**config.mk**
```make
export PLATFORM = sky130hd
export DESIGN_NAME = pmpl_ctrl
export DESIGN_NICKNAME = d
export VERILOG_FILES = /design/src/hw/rtl/pmpl_pkg.sv /design/src/hw/rtl/pmpl_ctrl.sv
export SDC_FILE = /design/constraint.sdc
export NUM_CORES = 1
export LEC_CHECK = 0
export ABC_AREA = 1
export BUFFER_PORTS_ARGS = -buffer_cell sky130_fd_sc_hd__buf_2
export CELL_PAD_IN_SITES_DETAIL_PLACEMENT = 0
export CELL_PAD_IN_SITES_GLOBAL_PLACEMENT = 1
export CORE_AREA = 2 2 39 41
export DETAILED_ROUTE_END_ITERATION = 10
export DIE_AREA = 0 0 41 43
export HOLD_SLACK_MARGIN = 0.02
export PLACE_DENSITY = 0.55
export SETUP_SLACK_MARGIN = 0.5
export SYNTH_ARGS = -nofsm -noshare
export SYNTH_HDL_FRONTEND = slang
export SYNTH_SLANG_ARGS = --single-unit
```
**constraint.sdc**
```tcl
create_clock -name clock -period 1.7 [get_ports clock]
set_input_delay 0.255 -clock clock [delete_from_list [all_inputs] [get_ports clock]]
set_output_delay 0.255 -clock clock [all_outputs]
set_load 0.05 [all_outputs]
```
**src/hw/rtl/pmpl_pkg.sv**
```systemverilog
// ----------------------------------------------------------------------------
// pmpl_pkg
// Shared types, register map and constants of the motor position loop.
// ----------------------------------------------------------------------------
package pmpl_pkg;

   localparam int unsigned CSR_ADDR_W = 5;
   localparam int unsigned CSR_DATA_W = 32;

   localparam logic [2:0] REG_TARGET_POSITION = 3'd0;
   localparam logic [2:0] REG_KP_GAIN         = 3'd1;
   localparam logic [2:0] REG_KI_GAIN         = 3'd2;
   localparam logic [2:0] REG_INTEGRAL_LIMIT  = 3'd3;
   localparam logic [2:0] REG_DUTY_MAX        = 3'd4;

   localparam logic signed [23:0] TARGET_RESET = 24'sd16400;
   localparam logic [15:0]        KP_RESET     = 16'd384;
   localparam logic [23:0]        KI_RESET     = 24'd47416;
   localparam logic [29:0]        LIMIT_RESET  = 30'd50000000;
   localparam logic [7:0]         DUTY_RESET   = 8'd255;

   localparam logic CMD_EDGE = 1'b0;
   localparam logic CMD_TICK = 1'b1;

   typedef enum logic [2:0] {
      OP_NONE,
      OP_ERROR,
      OP_MUL_STEP,
      OP_INTEG,
      OP_MUL_P,
      OP_MUL_I,
      OP_DRIVE
   } pmpl_op_type;

   typedef struct packed {
      logic signed [23:0] target_position;
      logic [15:0]        kp_gain;
      logic [23:0]        ki_gain;
      logic [29:0]        integral_limit;
      logic [7:0]         duty_max;
   } pmpl_cfg_type;

   typedef struct packed {
      logic        load_edge;
      logic        load_tick;
      pmpl_op_type op;
   } pmpl_ctl_type;

   typedef struct packed {
      logic out_full;
   } pmpl_stat_type;

endpackage

```
**src/hw/rtl/pmpl_ctrl.sv**
```systemverilog
// ----------------------------------------------------------------------------
// pmpl_ctrl
// Sequencer stepping the datapath through one control tick.
// ----------------------------------------------------------------------------
module pmpl_ctrl import pmpl_pkg::*; (
   input  logic          clock,
   input  logic          reset,
   input  logic          req_valid,
   input  logic          req_cmd,
   output logic          req_ready,
   input  pmpl_stat_type stat,
   output pmpl_ctl_type  ctl
);

   typedef enum logic [2:0] {
      ST_IDLE,
      ST_ERROR,
      ST_MUL_STEP,
      ST_INTEG,
      ST_MUL_P,
      ST_MUL_I,
      ST_DRIVE
   } state_type;

   state_type state_ff;
   state_type state_in;
   logic      accept;

   assign req_ready = (state_ff == ST_IDLE);
   assign accept    = req_valid && req_ready;

   always_comb begin
      ctl.load_edge = accept && (req_cmd == CMD_EDGE);
      ctl.load_tick = accept && (req_cmd == CMD_TICK);
      ctl.op        = OP_NONE;
      state_in      = state_ff;
      unique case (state_ff)
         ST_IDLE: begin
            if (ctl.load_tick) state_in = ST_ERROR;
         end
         ST_ERROR: begin
            ctl.op   = OP_ERROR;
            state_in = ST_MUL_STEP;
         end
         ST_MUL_STEP: begin
            ctl.op   = OP_MUL_STEP;
            state_in = ST_INTEG;
         end
         ST_INTEG: begin
            ctl.op   = OP_INTEG;
            state_in = ST_MUL_P;
         end
         ST_MUL_P: begin
            ctl.op   = OP_MUL_P;
            state_in = ST_MUL_I;
         end
         ST_MUL_I: begin
            ctl.op   = OP_MUL_I;
            state_in = ST_DRIVE;
         end
         ST_DRIVE: begin
            if (!stat.out_full) begin
               ctl.op   = OP_DRIVE;
               state_in = ST_IDLE;
            end
         end
         default: state_in = ST_IDLE;
      endcase
   end

   always_ff @(posedge clock) begin
      if (reset) begin
         state_ff <= ST_IDLE;
      end else begin
         state_ff <= state_in;
      end
   end

   a_tick_starts: assert property (@(posedge clock) disable iff (reset)
      ctl.load_tick |=> state_ff == ST_ERROR)
      else $error("tick accepted without starting the sequence");

   a_drive_slot_free: assert property (@(posedge clock) disable iff (reset)
      ctl.op == OP_DRIVE |-> !stat.out_full)
      else $error("result written over a pending item");

   a_drive_waits: assert property (@(posedge clock) disable iff (reset)
      state_ff == ST_DRIVE && stat.out_full |=> state_ff == ST_DRIVE)
      else $error("drive step left while result pending");

endmodule

```
==> summary.txt <==
Outcome
  • Result of the run: completed

Yosys
  • Post-Synth Adder-Cell Area: 0
  • Post-synthesis compound-gate area fraction: 0.2075
  • Post-Synth Simple-Gate Area: 0.3648
  • Seq/Total Area, Yosys: 0.3019
  • Most common cell in the synthesized netlist: nor2_1
  • Post-synth EDFFs: 0
  • Top post-synthesis cells by area: dfxtp_1 30%, nor2_1 9.4%, nand2_1 7.5%, nand2_2 6.3%, inv_1 5.7%
  • Synthesized area: 198.9 um^2
  • Flops & latches, synth: 3
  • Main combinational cell family by area after synthesis: simple AND/OR/NAND/NOR gates
  • Gate Count Post-Synth: 30
  • Synth Net Count: 35
  • Synth cell types: 15
  • Leading area contributor after synthesis: dfxtp_1
  • Post-synthesis mux area share: 0
  • Synth Area per Inst: 6.631 um^2
  • Synth top cells by count: 5 x nor2_1, 4 x nand2_1, 3 x dfxtp_1, 3 x inv_1
  • Synth Area in XOR/XNOR: 0
  • Async SR Flop Fraction: 0
  • Top FF cell, synth: dfxtp_1
  • Yosys Warn Count: 0
  • Yosys top cell area share: 0.3019

Routing
  • Top sig layer: met3
  • Vias after detailed routing: roughly 250
  • DRC viols: 0
  • Wirelength, routed: approximately 600 um
  • Via/cell ratio: just under 4
  • DR WL/cell: roughly 9.3 um
  • Routed wl met3: 53 um
  • Post-DRT Antenna Nets: 0
  • DR pass1 iterations: 1
  • Iter 0 DRT Violations: 0
  • Post-Route M1 WL: 256 um
  • Met2 WL post-DR: 283 um

Power
  • Peak ir drop on the vdd network: 0.3065 mV
  • Leakage: 0.1914 nW
  • PwrDens: 1108 mW/mm^2
  • Tot Pwr: 0.0004698 W

GRT
  • Vias in the first global route: 246
  • Initial antenna violation count: 0
  • Total congestion overflow: 0
  • First-pass GRT wire length: 931 um
  • Largest net degree at the start of global routing: 8
  • GRT Total Usage: 0.08116

Hold path
  • Hold Path Class: in -> reg
  • Worst Hold Launch: reset

Critical path
  • Crit-path max FO: 5
  • Critical Path RT: ~1.4 ns
  • Crit path buf inv count: 2
  • Worst path top cell family by delay: flip-flops
  • Setup crit start kind: register
  • Worst Path Arrival: 1.13 ns
  • CP max-delay cell: dfxtp_4
  • Critical path endpoint category: output pin
  • Crit path from: state_ff[1]
  • Critical path cell sequence: inv_4 > nand2_4 > nor2_4 > nand2_4 > nor2_4 > buf_6
  • Critical path class: reg -> out
  • R2r setup slk: 0.83 ns
  • Crit Reg-Reg Startpoint: state_ff[0]
  • Crit path largest cell delay: 0.36 ns

Placement
  • Setup WS pre-CTS: 0.4170 ns
  • Port buffer count: 10
  • Post-DP HPWL: 383.4 um
  • Placer Congestion: between 0.6 and 0.7

STA
  • RSZ-0062 raised after global routing: true
  • Final Max Tran Viols: 0
  • Worst Tran Pin Value: roughly 0.25 ns
  • Period utilization: 0.8124
  • Setup TNS Final: 0 ns
  • Slew HR: 0.8346
  • Final WS setup: around 0.32 ns
  • Worst clock skew: 0.003731 ns
  • Tmin final: 1.381 ns
  • Hold_ws: 0.1814 ns
  • # setup viols final: 0
  • Endpoints failing hold: 0
  • Peak Freq: between 700 and 800 MHz

Clocking
  • Root Buffer: clkbuf_4
  • Later-pin clock latency in the skew report: around 0.24 ns
  • CTS tree: done
  • Clock transition at path regs: 0.04 ns
  • Clock sinks: 3
  • # H-tree levels: 1
  • CTS max path bufs: 2
  • Hold buffer count at cts: 0
  • CTS Buf Count: 3

Floorplanning
  • Rows: 14
  • Starting density of the core: 0.1438
  • Die Ht: around 43 um
  • Ports: 11
  • Die Wd: 41 um
  • Core outline area: 0.001384 mm^2
  • Full die area: ~0.0018 mm^2

Cells and area
  • Most flops, register: state_ff
  • Layout net count: 54
  • Utilization after layout: 0.3065
  • Largest registers: state_ff: 3 flops
  • Max reg flops: 3
  • Antenna diodes: 0
  • Layout cells sized above 1: 0.7292
  • Fill cells: 156
  • Area grow syn2layout: 113.2%

Job
  • Max-Cap Viols: 0
## per-stage QoR
stage	std cells	area (um^2)
finish	64	424.2
global placement	56	316.6
floorplan	30	246.5
global route	64	424.2
detailed placement	56	316.6
CTS	63	409.1
## layout make-up
class,instances,area (um^2),area share
Clock buffer,4,26.28,0.06195
Inverter,6,31.28,0.07375
Multi-Input combinational cell,21,163.9,0.3864
Sequential cell,3,71.32,0.1681
Tap cell,16,20.02,0.04720
Timing Repair Buffer,14,111.4,0.2625
## worst paths after layout
| check | endpoint | cells after the start |
|---|---|---|
| worst max-delay path | ctl[3] | 6 |
| worst min-delay path | state_ff[1] | 2 |
| worst max register to register | state_ff[2] | 4 |
| worst min register to register | state_ff[2] | 2 |
## metal layers
layer  GRT usage  vias up
li1            -      134
met1     0.09265      108
met2      0.1156       12
met3     0.06283        0
met4     0.02000        0
met5           0        -
## power breakdown
part	switching, W	internal (W)	total, W
sequential	0.0000161	0.0000825	0.0000986
clock	0.0000435	0.0000884	0.000132
combinational	0.000150	0.0000891	0.000239
total	0.000210	0.000260	0.000470
## layout by cell type, fill, tap and decap left out
cell,instances
nand3_2,1
dfxtp_4,3
buf_4,4
o211ai_1,1
nor2_1,2
inv_1,3
a21boi_2,1
nand3_1,2
clkbuf_1,1
nand2_2,2
a211oi_1,1
inv_4,1
clkinv_4,1
clkbuf_4,3
buf_2,5
nand2_1,2
a21oi_2,2
nor2_4,4
buf_6,5
nand2_4,2
a21oi_1,1
clkinv_2,1
## repair_timing
action | CTS | global route
cloned | 0 | 0
gates resized for setup | 15 | 2
pin swaps | 4 | 2
endpoints found under the setup margin | 6 | 6
buffers inserted | 3 | 1
## cells by family after synthesis
group                  after synthesis
AO/OA/AOI/OAI                        6
buffers and inverters                6
flip-flops                           3
AND/OR/NAND/NOR                     15
(Power assumes the default switching activity.)
