[src/hw/rtl/pmpl_pkg.sv]
// ----------------------------------------------------------------------------
// pmpl_pkg
// Shared types, register map and constants of the motor position loop.
// ----------------------------------------------------------------------------
package pmpl_pkg;

   localparam int unsigned CSR_ADDR_W = 5;
   localparam int unsigned CSR_DATA_W = 32;

   localparam logic [2:0] REG_TARGET_POSITION = 3'd0;
   localparam logic [2:0] REG_KP_GAIN         = 3'd1;
   localparam logic [2:0] REG_KI_GAIN         = 3'd2;
   localparam logic [2:0] REG_INTEGRAL_LIMIT  = 3'd3;
   localparam logic [2:0] REG_DUTY_MAX        = 3'd4;

   localparam logic signed [23:0] TARGET_RESET = 24'sd16400;
   localparam logic [15:0]        KP_RESET     = 16'd384;
   localparam logic [23:0]        KI_RESET     = 24'd47416;
   localparam logic [29:0]        LIMIT_RESET  = 30'd50000000;
   localparam logic [7:0]         DUTY_RESET   = 8'd255;

   localparam logic CMD_EDGE = 1'b0;
   localparam logic CMD_TICK = 1'b1;

   typedef enum logic [2:0] {
      OP_NONE,
      OP_ERROR,
      OP_MUL_STEP,
      OP_INTEG,
      OP_MUL_P,
      OP_MUL_I,
      OP_DRIVE
   } pmpl_op_type;

   typedef struct packed {
      logic signed [23:0] target_position;
      logic [15:0]        kp_gain;
      logic [23:0]        ki_gain;
      logic [29:0]        integral_limit;
      logic [7:0]         duty_max;
   } pmpl_cfg_type;

   typedef struct packed {
      logic        load_edge;
      logic        load_tick;
      pmpl_op_type op;
   } pmpl_ctl_type;

   typedef struct packed {
      logic out_full;
   } pmpl_stat_type;

endpackage

[src/hw/rtl/pmpl_csr.sv]
// ----------------------------------------------------------------------------
// pmpl_csr
// APB register file holding the loop setpoint, gains and limits.
// ----------------------------------------------------------------------------
module pmpl_csr import pmpl_pkg::*; (
   input  logic                  clock,
   input  logic                  reset,
   input  logic                  csr_psel,
   input  logic                  csr_penable,
   input  logic                  csr_pwrite,
   input  logic [CSR_ADDR_W-1:0] csr_paddr,
   input  logic [CSR_DATA_W-1:0] csr_pwdata,
   output logic [CSR_DATA_W-1:0] csr_prdata,
   output logic                  csr_pready,
   output pmpl_cfg_type          cfg
);

   pmpl_cfg_type cfg_ff;
   logic         wr_en;
   logic [2:0]   reg_idx;

   assign csr_pready = 1'b1;
   assign wr_en      = csr_psel && csr_penable && csr_pwrite;
   assign reg_idx    = csr_paddr[4:2];
   assign cfg        = cfg_ff;

   always_ff @(posedge clock) begin
      if (reset) begin
         cfg_ff.target_position <= TARGET_RESET;
         cfg_ff.kp_gain         <= KP_RESET;
         cfg_ff.ki_gain         <= KI_RESET;
         cfg_ff.integral_limit  <= LIMIT_RESET;
         cfg_ff.duty_max        <= DUTY_RESET;
      end else if (wr_en) begin
         unique case (reg_idx)
            REG_TARGET_POSITION: cfg_ff.target_position <= $signed(csr_pwdata[23:0]);
            REG_KP_GAIN:         cfg_ff.kp_gain         <= csr_pwdata[15:0];
            REG_KI_GAIN:         cfg_ff.ki_gain         <= csr_pwdata[23:0];
            REG_INTEGRAL_LIMIT:  cfg_ff.integral_limit  <= csr_pwdata[29:0];
            REG_DUTY_MAX:        cfg_ff.duty_max        <= csr_pwdata[7:0];
            default: ;
         endcase
      end
   end

   always_comb begin
      unique case (reg_idx)
         REG_TARGET_POSITION: csr_prdata = {8'b0, cfg_ff.target_position};
         REG_KP_GAIN:         csr_prdata = {16'b0, cfg_ff.kp_gain};
         REG_KI_GAIN:         csr_prdata = {8'b0, cfg_ff.ki_gain};
         REG_INTEGRAL_LIMIT:  csr_prdata = {2'b0, cfg_ff.integral_limit};
         REG_DUTY_MAX:        csr_prdata = {24'b0, cfg_ff.duty_max};
         default:             csr_prdata = '0;
      endcase
   end

endmodule

[config.mk]
export PLATFORM = sky130hd
export DESIGN_NAME = pmpl_csr
export DESIGN_NICKNAME = d
export VERILOG_FILES = /design/src/hw/rtl/pmpl_pkg.sv /design/src/hw/rtl/pmpl_csr.sv
export SDC_FILE = /design/constraint.sdc
export NUM_CORES = 1
export LEC_CHECK = 0
export BUFFER_PORTS_ARGS = -buffer_cell sky130_fd_sc_hd__buf_2
export CAP_MARGIN = 20
export CORE_MARGIN = 10
export CORE_UTILIZATION = 40
export DETAILED_ROUTE_END_ITERATION = 12
export HOLD_SLACK_MARGIN = 0.05
export PLACE_DENSITY = 0.77
export SYNTH_ARGS = -nofsm -noshare
export SYNTH_HDL_FRONTEND = slang
export SYNTH_SLANG_ARGS = --single-unit
export TNS_END_PERCENT = 10
[constraint.sdc]
create_clock -name clock -period 2.46 [get_ports clock]
set_clock_uncertainty 0.1 [all_clocks]
set_input_delay 0.369 -clock clock [delete_from_list [all_inputs] [get_ports clock]]
set_output_delay 0.369 -clock clock [all_outputs]
set_load 0.05 [all_outputs]
==> results by group <==
CTS
  – Hold_buf cts: 0
  – Post-CTS resize count: 0
  – CTS H-tree lvls: 3
  – CTS Buffer Depth: 2
  – Clock tree sinks: approximately 100
  – Later-pin clock latency in the skew report: 340 ps
  – # Post-CTS Setup Buffers: 0
  – CTS buffer count: 9
  – Clk slew on worst S/H paths: ~70 ps
  – TritonCTS clock tree: yes
  – Clock root buffer: clkbuf_16

Setup path
  – Crit start category: input pin
  – Reg-to-Reg Start: cfg[26]
  – CP Data Arrival Time: around 1700 ps
  – FF-to-FF End: cfg[26]
  – Crit path kind: in -> out
  – R2R cell count: 3
  – Required @ worst endpoint: between 1500 and 2000 ps
  – CP max FO: 35
  – CP Capture Type: output pin
  – Register-to-Register Setup Slack: ~1600 ps

Synthesis
  – Synth cell count leaders: dfxtp_1 (102), mux2i_1 (84), nand2b_1 (76), nor2_1 (62), a22oi_1 (24)
  – Yosys top cell by area: dfxtp_1
  – Synth warn: 0
  – Xor/xnor cell area share of the yosys netlist: 0%
  – Cell variety after synth: 33
  – Cell count after synthesis: approximately 510
  – Post-synthesis compound-gate area fraction: under 10%
  – Main synth FF type: dfxtp_1
  – Most common cell in the synthesized netlist: dfxtp_1
  – Async SR Flop Fraction: 0%
  – Syn_area_per_cell: a little under 10 µm²
  – Mux contribution to synthesized area: between 20% and 30%
  – Synth Area in Adders: 0%
  – FF+latch count, synth: roughly 100
  – Largest cells by area after synthesis: dfxtp_1 (40%), mux2i_1 (17%), nand2b_1 (9.4%)
  – Fraction of the mapped netlist area in simple logic gates: around 22%
  – Register area share after synthesis: between 40% and 50%
  – Area of the mapped netlist: ~5100 µm²
  – Share of the synthesized area in the top cell type: around two fifths
  – Number of synthesized flops with an enable pin: 0
  – Largest family of logic cells by synthesized area: multiplexers

Placement
  – Area after DPL: 6040 µm²
  – Inst Count DP: just over 800
  – GPL Wtd Cong: roughly 0.83
  – Port Buffers: between 150 and 200
  – Detailed placement HPWL: 11700 µm

Timing
  – WHS: between 150 and 200 ps
  – Worst-Margin Slew: approximately 650 ps
  – Period utilization: 87.4%
  – TNS Setup: 0 ps
  – Slew HR: a little under three fifths
  – RSZ-0062 raised after global routing: false
  – FMAX: roughly 0.47 GHz
  – Final hold viol count: 0
  – Final period demand of the worst path: 2150 ps
  – Final Slew Violations: 0
  – Final setup vio count: 0

Finish
  – Layout area overhead: 24.9%
  – Final non-filler cell total: around 840
  – Layout Nets: 709
  – Fin area: about 6300 µm²
  – Fraction of layout cells with a size suffix above 1: a little over a third
  – # fillers: 1198
  – Max FFs per register: between 100 and 150

Global route
  – Initial antenna violation count: 1
  – Gr usage total: approximately 17%
  – Vias in the first global route: 4604
  – First-pass GRT wire length: around 25000 µm
  – Largest net degree at the start of global routing: between 60 and 70
  – Grt total ovfl: 0

Die
  – Row count: ~40
  – Die area: about 18000 µm²
  – Starting Density: 40.4%
  – Die Y: between 100 and 150 µm
  – Top Ports: 177
  – Core area: between 10000 and 15000 µm²
  – Die extent in x: 132 µm

Pwr
  – Sw Pwr: 0.924 mW
  – Combinational group share of total power: around an eighth
  – Internal cell power: 2.55 mW
  – Seq pwr share: about half
  – Power Density: about 550 nW/µm²
  – Lkg Pwr: ~2.9 nW
  – Clock network power share: 38.6%
  – VDD IR max: between 300 and 400 µV
  – Switching Fraction: roughly a quarter

Route
  – Vias: ~4400
  – ANT nets after route: 0
  – Residual DRC: 0
  – Final WL: approximately 16000 µm
  – DRT Pass-1 Iters: 4
  – WL per Instance: 18.8 µm
  – DR iter-0 viols: 200
  – Vias/cell: around 5.2

Flow run
  – Max cap viols: 0

Min path
  – Hold endpoint: cfg[36]
  – Worst hold start: csr_pwdata[28]
  – Hold depth: 3
  – Worst hold path class: in -> reg

Run status
  – Status: complete, no violations
metal layers:
metal	global-route usage (%)	vias to the layer above	part of all wire [%]
met3	4.50	26	6.4
met2	29.5	160	49
met5	0	-	0
met4	6.11	0	2.0
li1	-	2065	-
met1	20.6	2129	43
final cells by class:
class | count | area (µm²) | share of cell area, %
clock inverters | 3 | 20.0 | 0.317
diodes | 1 | 2.50 | 0.0396
flip-flops and latches | 102 | 2040 | 32.3
repair buffers | 189 | 1050 | 16.6
clock buffers | 12 | 256 | 4.06
multi-input cells | 365 | 2730 | 43.3
well taps | 172 | 215 | 3.41
worst max-delay path, cell delays in order:
cell	delay (ps)
buf_2	110
buf_12	250
nor2b_1	170
buf_4	190
a22oi_1	80
o22ai_1	190
buf_2	300
per-stage QoR:
| step | util, % | setup WS (ps) | total power [mW] |
|---|---|---|---|
| floorplan | - | 169 | 2.04 |
| global placement | 48.2 | 308 | 2.16 |
| detailed placement | 48.2 | 277 | 2.17 |
| CTS | 50.4 | 275 | 3.51 |
| global route | 50.5 | 136 | 3.59 |
| finish | 50.5 | 310 | 3.48 |
worst max-delay path by stage:
stage                                end  slack (ps)          from  cells after the start
after floorplan            csr_prdata[6]         170  csr_paddr[3]                      5
after global placement    csr_prdata[25]         310  csr_paddr[3]                      6
after detailed placement  csr_prdata[27]         280  csr_paddr[3]                      6
after CTS                 csr_prdata[27]         280  csr_paddr[3]                      6
after global routing      csr_prdata[27]         140  csr_paddr[3]                      6
final                      csr_prdata[4]         310  csr_paddr[2]                      7
power by group through the flow:
stage                     sequential, mW  combinational, mW  clock, mW
after detailed placement            1.71              0.462          0
after global placement              1.71              0.454          0
after CTS                           1.67              0.464       1.37
after global routing                1.67              0.492       1.42
final                               1.67              0.462       1.34
after floorplan                     1.75              0.293          0
kinds of logic (layout without fill, tap and decap cells):
group           count (synthesis)  count (layout)
simple gates                  186             186
mux                           108             108
flops                         102             102
compound gates                 68              68
buf+inv                        46             204
other cells                     2               4
cells in the final DEF, fill, tap and decap left out, drive strengths merged, types with 2 or more instances in the layout:
cell type | netlist | routed
a21oi | 5 | 5
a22oi | 24 | 24
and2 | 6 | 6
buf | 32 | 189
clkbuf | 14 | 12
clkinvlp | 0 | 2
conb | 2 | 3
dfxtp | 102 | 102
mux2 | 16 | 16
mux2i | 84 | 84
mux4 | 8 | 8
nand2 | 2 | 2
nand2b | 76 | 76
nand3b | 2 | 2
nand4 | 6 | 6
nor2 | 64 | 64
nor2b | 23 | 23
nor3 | 2 | 2
nor3b | 2 | 2
o21ai | 31 | 31
o22ai | 8 | 8
(Power assumes the default switching activity.)
