[config.mk]
export PLATFORM = sky130hd
export DESIGN_NAME = pmpl_datapath
export DESIGN_NICKNAME = d
export VERILOG_FILES = /design/src/hw/rtl/pmpl_pkg.sv /design/src/hw/rtl/pmpl_datapath.sv
export SDC_FILE = /design/constraint.sdc
export NUM_CORES = 2
export LEC_CHECK = 0
export ABC_AREA = 1
export BUFFER_PORTS_ARGS = -buffer_cell sky130_fd_sc_hd__buf_2
export CAP_MARGIN = 20
export CORE_MARGIN = 5
export CORE_UTILIZATION = 65
export CTS_CLUSTER_SIZE = 40
export DETAILED_ROUTE_END_ITERATION = 10
export PLACE_DENSITY = 0.87
export REMOVE_ABC_BUFFERS = 1
export SYNTH_ARGS = -nofsm -noshare
export SYNTH_HDL_FRONTEND = slang
export SYNTH_SLANG_ARGS = --single-unit
export TNS_END_PERCENT = 5
[constraint.sdc]
create_clock -name clock -period 12.5 [get_ports clock]
set_clock_uncertainty 0.1 [all_clocks]
set_input_delay 1.25 -clock clock [delete_from_list [all_inputs] [get_ports clock]]
set_output_delay 1.25 -clock clock [all_outputs]
set_load 0.01 [all_outputs]
[src/hw/rtl/pmpl_pkg.sv]
// ----------------------------------------------------------------------------
// pmpl_pkg
// Shared types, register map and constants of the motor position loop.
// ----------------------------------------------------------------------------
package pmpl_pkg;

   localparam int unsigned CSR_ADDR_W = 5;
   localparam int unsigned CSR_DATA_W = 32;

   localparam logic [2:0] REG_TARGET_POSITION = 3'd0;
   localparam logic [2:0] REG_KP_GAIN         = 3'd1;
   localparam logic [2:0] REG_KI_GAIN         = 3'd2;
   localparam logic [2:0] REG_INTEGRAL_LIMIT  = 3'd3;
   localparam logic [2:0] REG_DUTY_MAX        = 3'd4;

   localparam logic signed [23:0] TARGET_RESET = 24'sd16400;
   localparam logic [15:0]        KP_RESET     = 16'd384;
   localparam logic [23:0]        KI_RESET     = 24'd47416;
   localparam logic [29:0]        LIMIT_RESET  = 30'd50000000;
   localparam logic [7:0]         DUTY_RESET   = 8'd255;

   localparam logic CMD_EDGE = 1'b0;
   localparam logic CMD_TICK = 1'b1;

   typedef enum logic [2:0] {
      OP_NONE,
      OP_ERROR,
      OP_MUL_STEP,
      OP_INTEG,
      OP_MUL_P,
      OP_MUL_I,
      OP_DRIVE
   } pmpl_op_type;

   typedef struct packed {
      logic signed [23:0] target_position;
      logic [15:0]        kp_gain;
      logic [23:0]        ki_gain;
      logic [29:0]        integral_limit;
      logic [7:0]         duty_max;
   } pmpl_cfg_type;

   typedef struct packed {
      logic        load_edge;
      logic        load_tick;
      pmpl_op_type op;
   } pmpl_ctl_type;

   typedef struct packed {
      logic out_full;
   } pmpl_stat_type;

endpackage

[src/hw/rtl/pmpl_datapath.sv]
// ----------------------------------------------------------------------------
// pmpl_datapath
// Position counter, PI arithmetic on one shared multiplier, result register.
// ----------------------------------------------------------------------------
module pmpl_datapath import pmpl_pkg::*; (
   input  logic               clock,
   input  logic               reset,
   input  pmpl_cfg_type       cfg,
   input  pmpl_ctl_type       ctl,
   output pmpl_stat_type      stat,
   input  logic               req_edge_forward,
   input  logic [19:0]        req_elapsed_us,
   output logic               rsp_valid,
   input  logic               rsp_ready,
   output logic [7:0]         rsp_pwm_duty,
   output logic               rsp_drive_close,
   output logic signed [31:0] rsp_drive_value,
   output logic signed [23:0] rsp_position_now
);

   logic signed [23:0] position_ff;
   logic signed [31:0] integral_ff,   integral_in;
   logic signed [24:0] last_error_ff;
   logic [19:0]        elapsed_ff;
   logic signed [24:0] error_ff,      error_in;
   logic signed [25:0] esum_ff,       esum_in;
   logic signed [63:0] prod_ff;
   logic signed [40:0] pterm_ff;

   logic               rsp_valid_ff;
   logic [7:0]         duty_ff,       duty_in;
   logic               close_ff,      close_in;
   logic signed [31:0] drive_ff,      drive_in;
   logic signed [23:0] pos_out_ff;

   logic signed [31:0] mul_a, mul_b;
   logic signed [63:0] mul_p;
   logic signed [47:0] sum_w, lim_w;
   logic signed [42:0] total;
   logic signed [34:0] drive_w;
   logic [32:0]        mag;

   assign error_in = {cfg.target_position[23], cfg.target_position}
                   - {position_ff[23], position_ff};
   assign esum_in  = {error_in[24], error_in} + {last_error_ff[24], last_error_ff};

   always_comb begin
      unique case (ctl.op)
         OP_MUL_STEP: begin
            mul_a = {{6{esum_ff[25]}}, esum_ff};
            mul_b = {12'b0, elapsed_ff};
         end
         OP_MUL_P: begin
            mul_a = {16'b0, cfg.kp_gain};
            mul_b = {{7{error_ff[24]}}, error_ff};
         end
         OP_MUL_I: begin
            mul_a = {8'b0, cfg.ki_gain};
            mul_b = integral_ff;
         end
         default: begin
            mul_a = '0;
            mul_b = '0;
         end
      endcase
   end

   assign mul_p = mul_a * mul_b;

   // trapezoid step is prod/2 with floor; clamp at or beyond the limit
   always_comb begin
      sum_w = {{16{integral_ff[31]}}, integral_ff} + {prod_ff[47], prod_ff[47:1]};
      lim_w = {18'b0, cfg.integral_limit};
      if (sum_w >= lim_w) begin
         integral_in = lim_w[31:0];
      end else if (sum_w <= -lim_w) begin
         integral_in = 32'(-lim_w);
      end else begin
         integral_in = sum_w[31:0];
      end
   end

   // drive = floor((kp*e*2^28 + ki*I) / 2^36), saturated
   always_comb begin
      total   = {{2{pterm_ff[40]}}, pterm_ff} + {{7{prod_ff[63]}}, prod_ff[63:28]};
      drive_w = total[42:8];
      if (drive_w[34:31] != {4{drive_w[31]}}) begin
         drive_in = drive_w[34] ? 32'sh8000_0000 : 32'sh7fff_ffff;
      end else begin
         drive_in = drive_w[31:0];
      end
      mag      = drive_in[31] ? 33'(-{drive_in[31], drive_in}) : {1'b0, drive_in};
      duty_in  = (mag >= {25'b0, cfg.duty_max}) ? cfg.duty_max : mag[7:0];
      close_in = !drive_in[31] && (drive_in != '0);
   end

   always_ff @(posedge clock) begin
      if (reset) begin
         position_ff   <= '0;
         integral_ff   <= '0;
         last_error_ff <= '0;
         rsp_valid_ff  <= 1'b0;
      end else begin
         if (ctl.load_edge) begin
            position_ff <= req_edge_forward ? position_ff + 24'sd1 : position_ff - 24'sd1;
         end
         if (ctl.op == OP_INTEG) begin
            integral_ff   <= integral_in;
            last_error_ff <= error_ff;
         end
         if (ctl.op == OP_DRIVE) begin
            rsp_valid_ff <= 1'b1;
         end else if (rsp_ready) begin
            rsp_valid_ff <= 1'b0;
         end
      end
   end

   always_ff @(posedge clock) begin
      if (ctl.load_tick) elapsed_ff <= req_elapsed_us;
      if (ctl.op == OP_ERROR) begin
         error_ff <= error_in;
         esum_ff  <= esum_in;
      end
      if (ctl.op == OP_MUL_STEP || ctl.op == OP_MUL_P || ctl.op == OP_MUL_I) begin
         prod_ff <= mul_p;
      end
      if (ctl.op == OP_MUL_I) pterm_ff <= prod_ff[40:0];
      if (ctl.op == OP_DRIVE) begin
         duty_ff    <= duty_in;
         close_ff   <= close_in;
         drive_ff   <= drive_in;
         pos_out_ff <= position_ff;
      end
   end

   assign stat.out_full    = rsp_valid_ff;
   assign rsp_valid        = rsp_valid_ff;
   assign rsp_pwm_duty     = duty_ff;
   assign rsp_drive_close  = close_ff;
   assign rsp_drive_value  = drive_ff;
   assign rsp_position_now = pos_out_ff;

   a_rsp_from_drive: assert property (@(posedge clock) disable iff (reset)
      rsp_valid_ff && !$past(rsp_valid_ff) |-> $past(ctl.op == OP_DRIVE))
      else $error("result raised without a drive step");

   a_position_on_edge: assert property (@(posedge clock) disable iff (reset)
      !$stable(position_ff) |-> $past(ctl.load_edge))
      else $error("position moved without an edge item");

   a_rsp_held: assert property (@(posedge clock) disable iff (reset)
      rsp_valid_ff && !rsp_ready |=> rsp_valid_ff && $stable(drive_ff))
      else $error("pending result dropped or changed");

endmodule

==> impl_results.md <==
- Status: completed
- Avg Cell Area, Syn: 8.210 um2
- Combinational share of power: 0.738
- Fill count: 6765
- Leak Pwr: 31.39 nW
- R2R Path End: prod_ff[62]
- Reg-to-reg startpoint: error_ff[10]
- CTS Sinks: 323
- Gate Count Post-Synth: 6746
- Post_cts resized: 0
- GRT Total Usage: 0.3832
- Max Freq: 0.08737 GHz
- Share of post-route cells with drive strength above 1: 0.06690
- Worst path arrival time: 11650 ps
- Post-CTS Setup Bufs: 0
- Cell area power density: 185.1 mW/mm2
- Initial Utilization: 0.6525
- Asr flop ratio synth: 0
- Area delta synth->final: 6.987%
- Design area: 0.05926 mm2
- CP peak stage delay: 950 ps
- Seq pwr share: 0.156
- CTS tree: done
- Largest net degree at the start of global routing: 73
- Clock transition at the registers of the reported paths: 70 ps
- Final cell count without fillers: 8097
- First-pass GRT wire length: 268900 um
- Flop2flop setup slack: 2820 ps
- Maximum VDD drop: 0.3560 mV
- Overall Power: 10.97 mW
- DR vias: 46850
- Site row count: 107
- End of the critical path: prod_ff[62]
- Min Clock Period, post-route: 11450 ps
- Setup crit start kind: input pin
- Worst EP required: 12700 ps
- Setup-failing EPs final: 0
- CTS Buf Count: 37
- Post-synthesis sequential area ratio: 0.1603
- Kind of end point of the critical path: flop
- RSZ-0062 raised after global routing: false
- GPL Wtd Cong: 1.038
- Worst path most repeated cell: fa_1
- Yosys warnings: 0
- Residual DRC: 0
- Worst path slowest cell: fa_1
- R2R depth: 23
- Core area: 0.08488 mm2
- Die Wd: 301.9 um
- Synth cell types: 65
- Routed Antenna Nets: 0
- Total grt overflow: 0
- Final Net Count: 8414
- Initial DRC Count: 4526
- Final Max Tran Viols: 0
- Die Span Y: 301.9 um
- TNS Setup: 0 ps
- Fin crit share: 0.9157
- Switching share of power: 0.5382
- Via/cell ratio: 5.786
- WL per Instance: 21.41 um
- CP max FO: 23
- Vias in the first global route: 48560
- Cell area after synthesis: 0.05539 mm2
- Buffers on Ports: 197
- Fin. Hold Viols: 0
- Max clock buf depth: 3
- WS Path Type: input pin to flop
- Int Pwr: 5.064 mW
- Die area: 0.09115 mm2
- Antenna violations before repair: 2
- Clk Latency, worst-skew pair: 570 ps
- Drt total wl: 173400 um
- Dpl cells: 8023
- Worst Tran Pin Value: 1207 ps
- Psw: 5.902 mW
- Cts hold-fix bufs: 0
- Max-cap viol count: 0
- Worst slew margin: 0.1951
- CTS root buf: clkbuf_16
- DP Area: 0.05790 mm2
- Top Ports: 198
- Drt pass-1 iters: 6
- Ys flop type: edfxtp_1
- Post-synth EDFFs: 241
- Dpl hpwl: 143700 um
- Clock power frac: 0.106
- Yosys reg bits: 323
- Tightest Hold Check Type: flop to flop
- H-tree levels: 2
- Crit path from: ctl[0]
[cell families after synthesis]
group                    Yosys count  synth area share
flip-flops                       323            0.1603
other                              2         0.0001356
adder cells (fa/ha/maj)         1361            0.4345
XOR/XNOR                         226           0.03587
buffers and inverters           1734            0.1188
AO/OA/AOI/OAI                    794           0.08020
AND/OR/NAND/NOR                 2306            0.1702
[cell type report]
class	instances	area (um2)	area share
Sequential cell	323	8879	0.1498
Tap cell	1144	1431	0.02416
Multi-Input combinational cell	4720	40160	0.6778
Clock buffer	47	1036	0.01748
Antenna cell	2	5.005	0.00008446
Timing Repair Buffer	277	1643	0.02772
Clock inverter	21	232.7	0.003927
Inverter	1563	5868	0.09903
[cells in the mapped netlist (all sizes together), types with 2 or more instances]
| cell | count | area share |
|---|---|---|
| o311ai | 4 | 0.00063 |
| nand2 | 1410 | 0.098 |
| o21a | 12 | 0.0016 |
| a211oi | 5 | 0.00068 |
| nor2 | 584 | 0.041 |
| a21oi | 392 | 0.036 |
| a21o | 13 | 0.0018 |
| edfxtp | 241 | 0.13 |
| o31ai | 3 | 0.00041 |
| dfxtp | 82 | 0.030 |
| xnor2 | 70 | 0.011 |
| nand4 | 27 | 0.0030 |
| nor3 | 40 | 0.0040 |
| nor4 | 20 | 0.0023 |
| o22ai | 7 | 0.00079 |
| clkinv | 31 | 0.0021 |
| a221oi | 2 | 0.00032 |
| o211ai | 25 | 0.0034 |
| xor2 | 156 | 0.025 |
| o21ai | 218 | 0.020 |
| ha | 424 | 0.096 |
| a21boi | 10 | 0.0014 |
| conb | 2 | 0.00014 |
| clkbuf | 152 | 0.010 |
| a31oi | 39 | 0.0044 |
| fa | 937 | 0.34 |
| a22o | 8 | 0.0013 |
| a22oi | 11 | 0.0015 |
| and2 | 3 | 0.00034 |
| and3 | 3 | 0.00034 |
| nand3 | 206 | 0.019 |
| o221ai | 10 | 0.0016 |
| buf | 19 | 0.0026 |
| or2 | 3 | 0.00034 |
| o21bai | 25 | 0.0034 |
| inv | 1532 | 0.10 |
| nand3b | 8 | 0.0011 |
| a41oi | 2 | 0.00032 |
| o2111ai | 5 | 0.00079 |
[worst min path at each step]
stage	start	slack (ps)	cells past startpoint	end
after detailed placement	prod_ff[0]	320	0	pterm_ff[0]
after global placement	prod_ff[0]	300	0	pterm_ff[0]
final	prod_ff[0]	320	0	pterm_ff[0]
after floorplan	prod_ff[0]	300	0	pterm_ff[0]
after CTS	prod_ff[0]	330	0	pterm_ff[0]
after global routing	prod_ff[0]	330	0	pterm_ff[0]
[placed cells by master, fill, tap and decap left out, drive strengths merged, types with 3 or more instances in the layout]
| cell | netlist | final |
|---|---|---|
| a211oi | 5 | 5 |
| a21boi | 10 | 10 |
| a21o | 13 | 13 |
| a21oi | 392 | 392 |
| a22o | 8 | 8 |
| a22oi | 11 | 11 |
| a31oi | 39 | 39 |
| and2 | 3 | 3 |
| and3 | 3 | 3 |
| buf | 19 | 277 |
| bufinv | 0 | 4 |
| clkbuf | 152 | 47 |
| clkinv | 31 | 40 |
| conb | 2 | 33 |
| dfxtp | 82 | 82 |
| edfxtp | 241 | 241 |
| fa | 937 | 937 |
| ha | 424 | 424 |
| inv | 1532 | 1538 |
| nand2 | 1410 | 1410 |
| nand3 | 206 | 206 |
| nand3b | 8 | 8 |
| nand4 | 27 | 27 |
| nor2 | 584 | 584 |
| nor3 | 40 | 40 |
| nor4 | 20 | 20 |
| o2111ai | 5 | 5 |
| o211ai | 25 | 25 |
| o21a | 12 | 12 |
| o21ai | 218 | 218 |
| o21bai | 25 | 25 |
| o221ai | 10 | 10 |
| o22ai | 7 | 7 |
| o311ai | 4 | 4 |
| o31ai | 3 | 3 |
| or2 | 3 | 3 |
| xnor2 | 70 | 70 |
| xor2 | 156 | 156 |
[metrics by stage]
| stage | setup slack [ps] | hold WS, ps | util |
|---|---|---|---|
| floorplan | -94.84 | 300.3 | - |
| CTS | 1318 | 326.2 | 0.6971 |
| finish | 1054 | 322.5 | 0.6981 |
| detailed placement | 689.0 | 315.8 | 0.6822 |
| global placement | 903.7 | 302.3 | 0.6819 |
| global route | 849.7 | 333.0 | 0.6981 |
[power by group through the flow]
stage / logic [mW] / registers [mW] / clock network [mW]
finish: 8.09 / 1.71 / 1.16
global route: 9.03 / 1.71 / 1.21
CTS: 8.00 / 1.71 / 1.16
detailed placement: 7.90 / 1.73 / 0
global placement: 7.63 / 1.73 / 0
floorplan: 5.82 / 1.65 / 0
[worst max-delay path, delay by kind of cell]
kind | cells | cell delay [ps]
buffers and inverters | 8 | 1630
xor gates and xnor gates | 1 | 180
adders and majority gates | 9 | 5030
AOI/OAI and AO/OA | 5 | 1240
and+or+nand+nor | 4 | 2250
[flip-flops by register name (all words and copies together) (netlist names)]
register / count
prod_ff: 64
rsp_pwm_duty: 8
rsp_drive_close: 1
error_ff: 25
elapsed_ff: 20
rsp_drive_value: 32
position_ff: 24
integral_ff: 32
rsp_valid: 1
esum_ff: 26
rsp_position_now: 24
last_error_ff: 25
pterm_ff: 41
[metal layers]
metal / wire length [um] / global-route usage / share of wire / vias to the layer above
met5: 107 / 0.007407 / 0.00062 / -
met4: 11540 / 0.2008 / 0.067 / 4
met3: 19480 / 0.1021 / 0.11 / 572
met2: 78500 / 0.6114 / 0.45 / 2672
met1: 63760 / 0.4831 / 0.37 / 22640
li1: - / - / - / 20960
(Power assumes the default switching activity.)
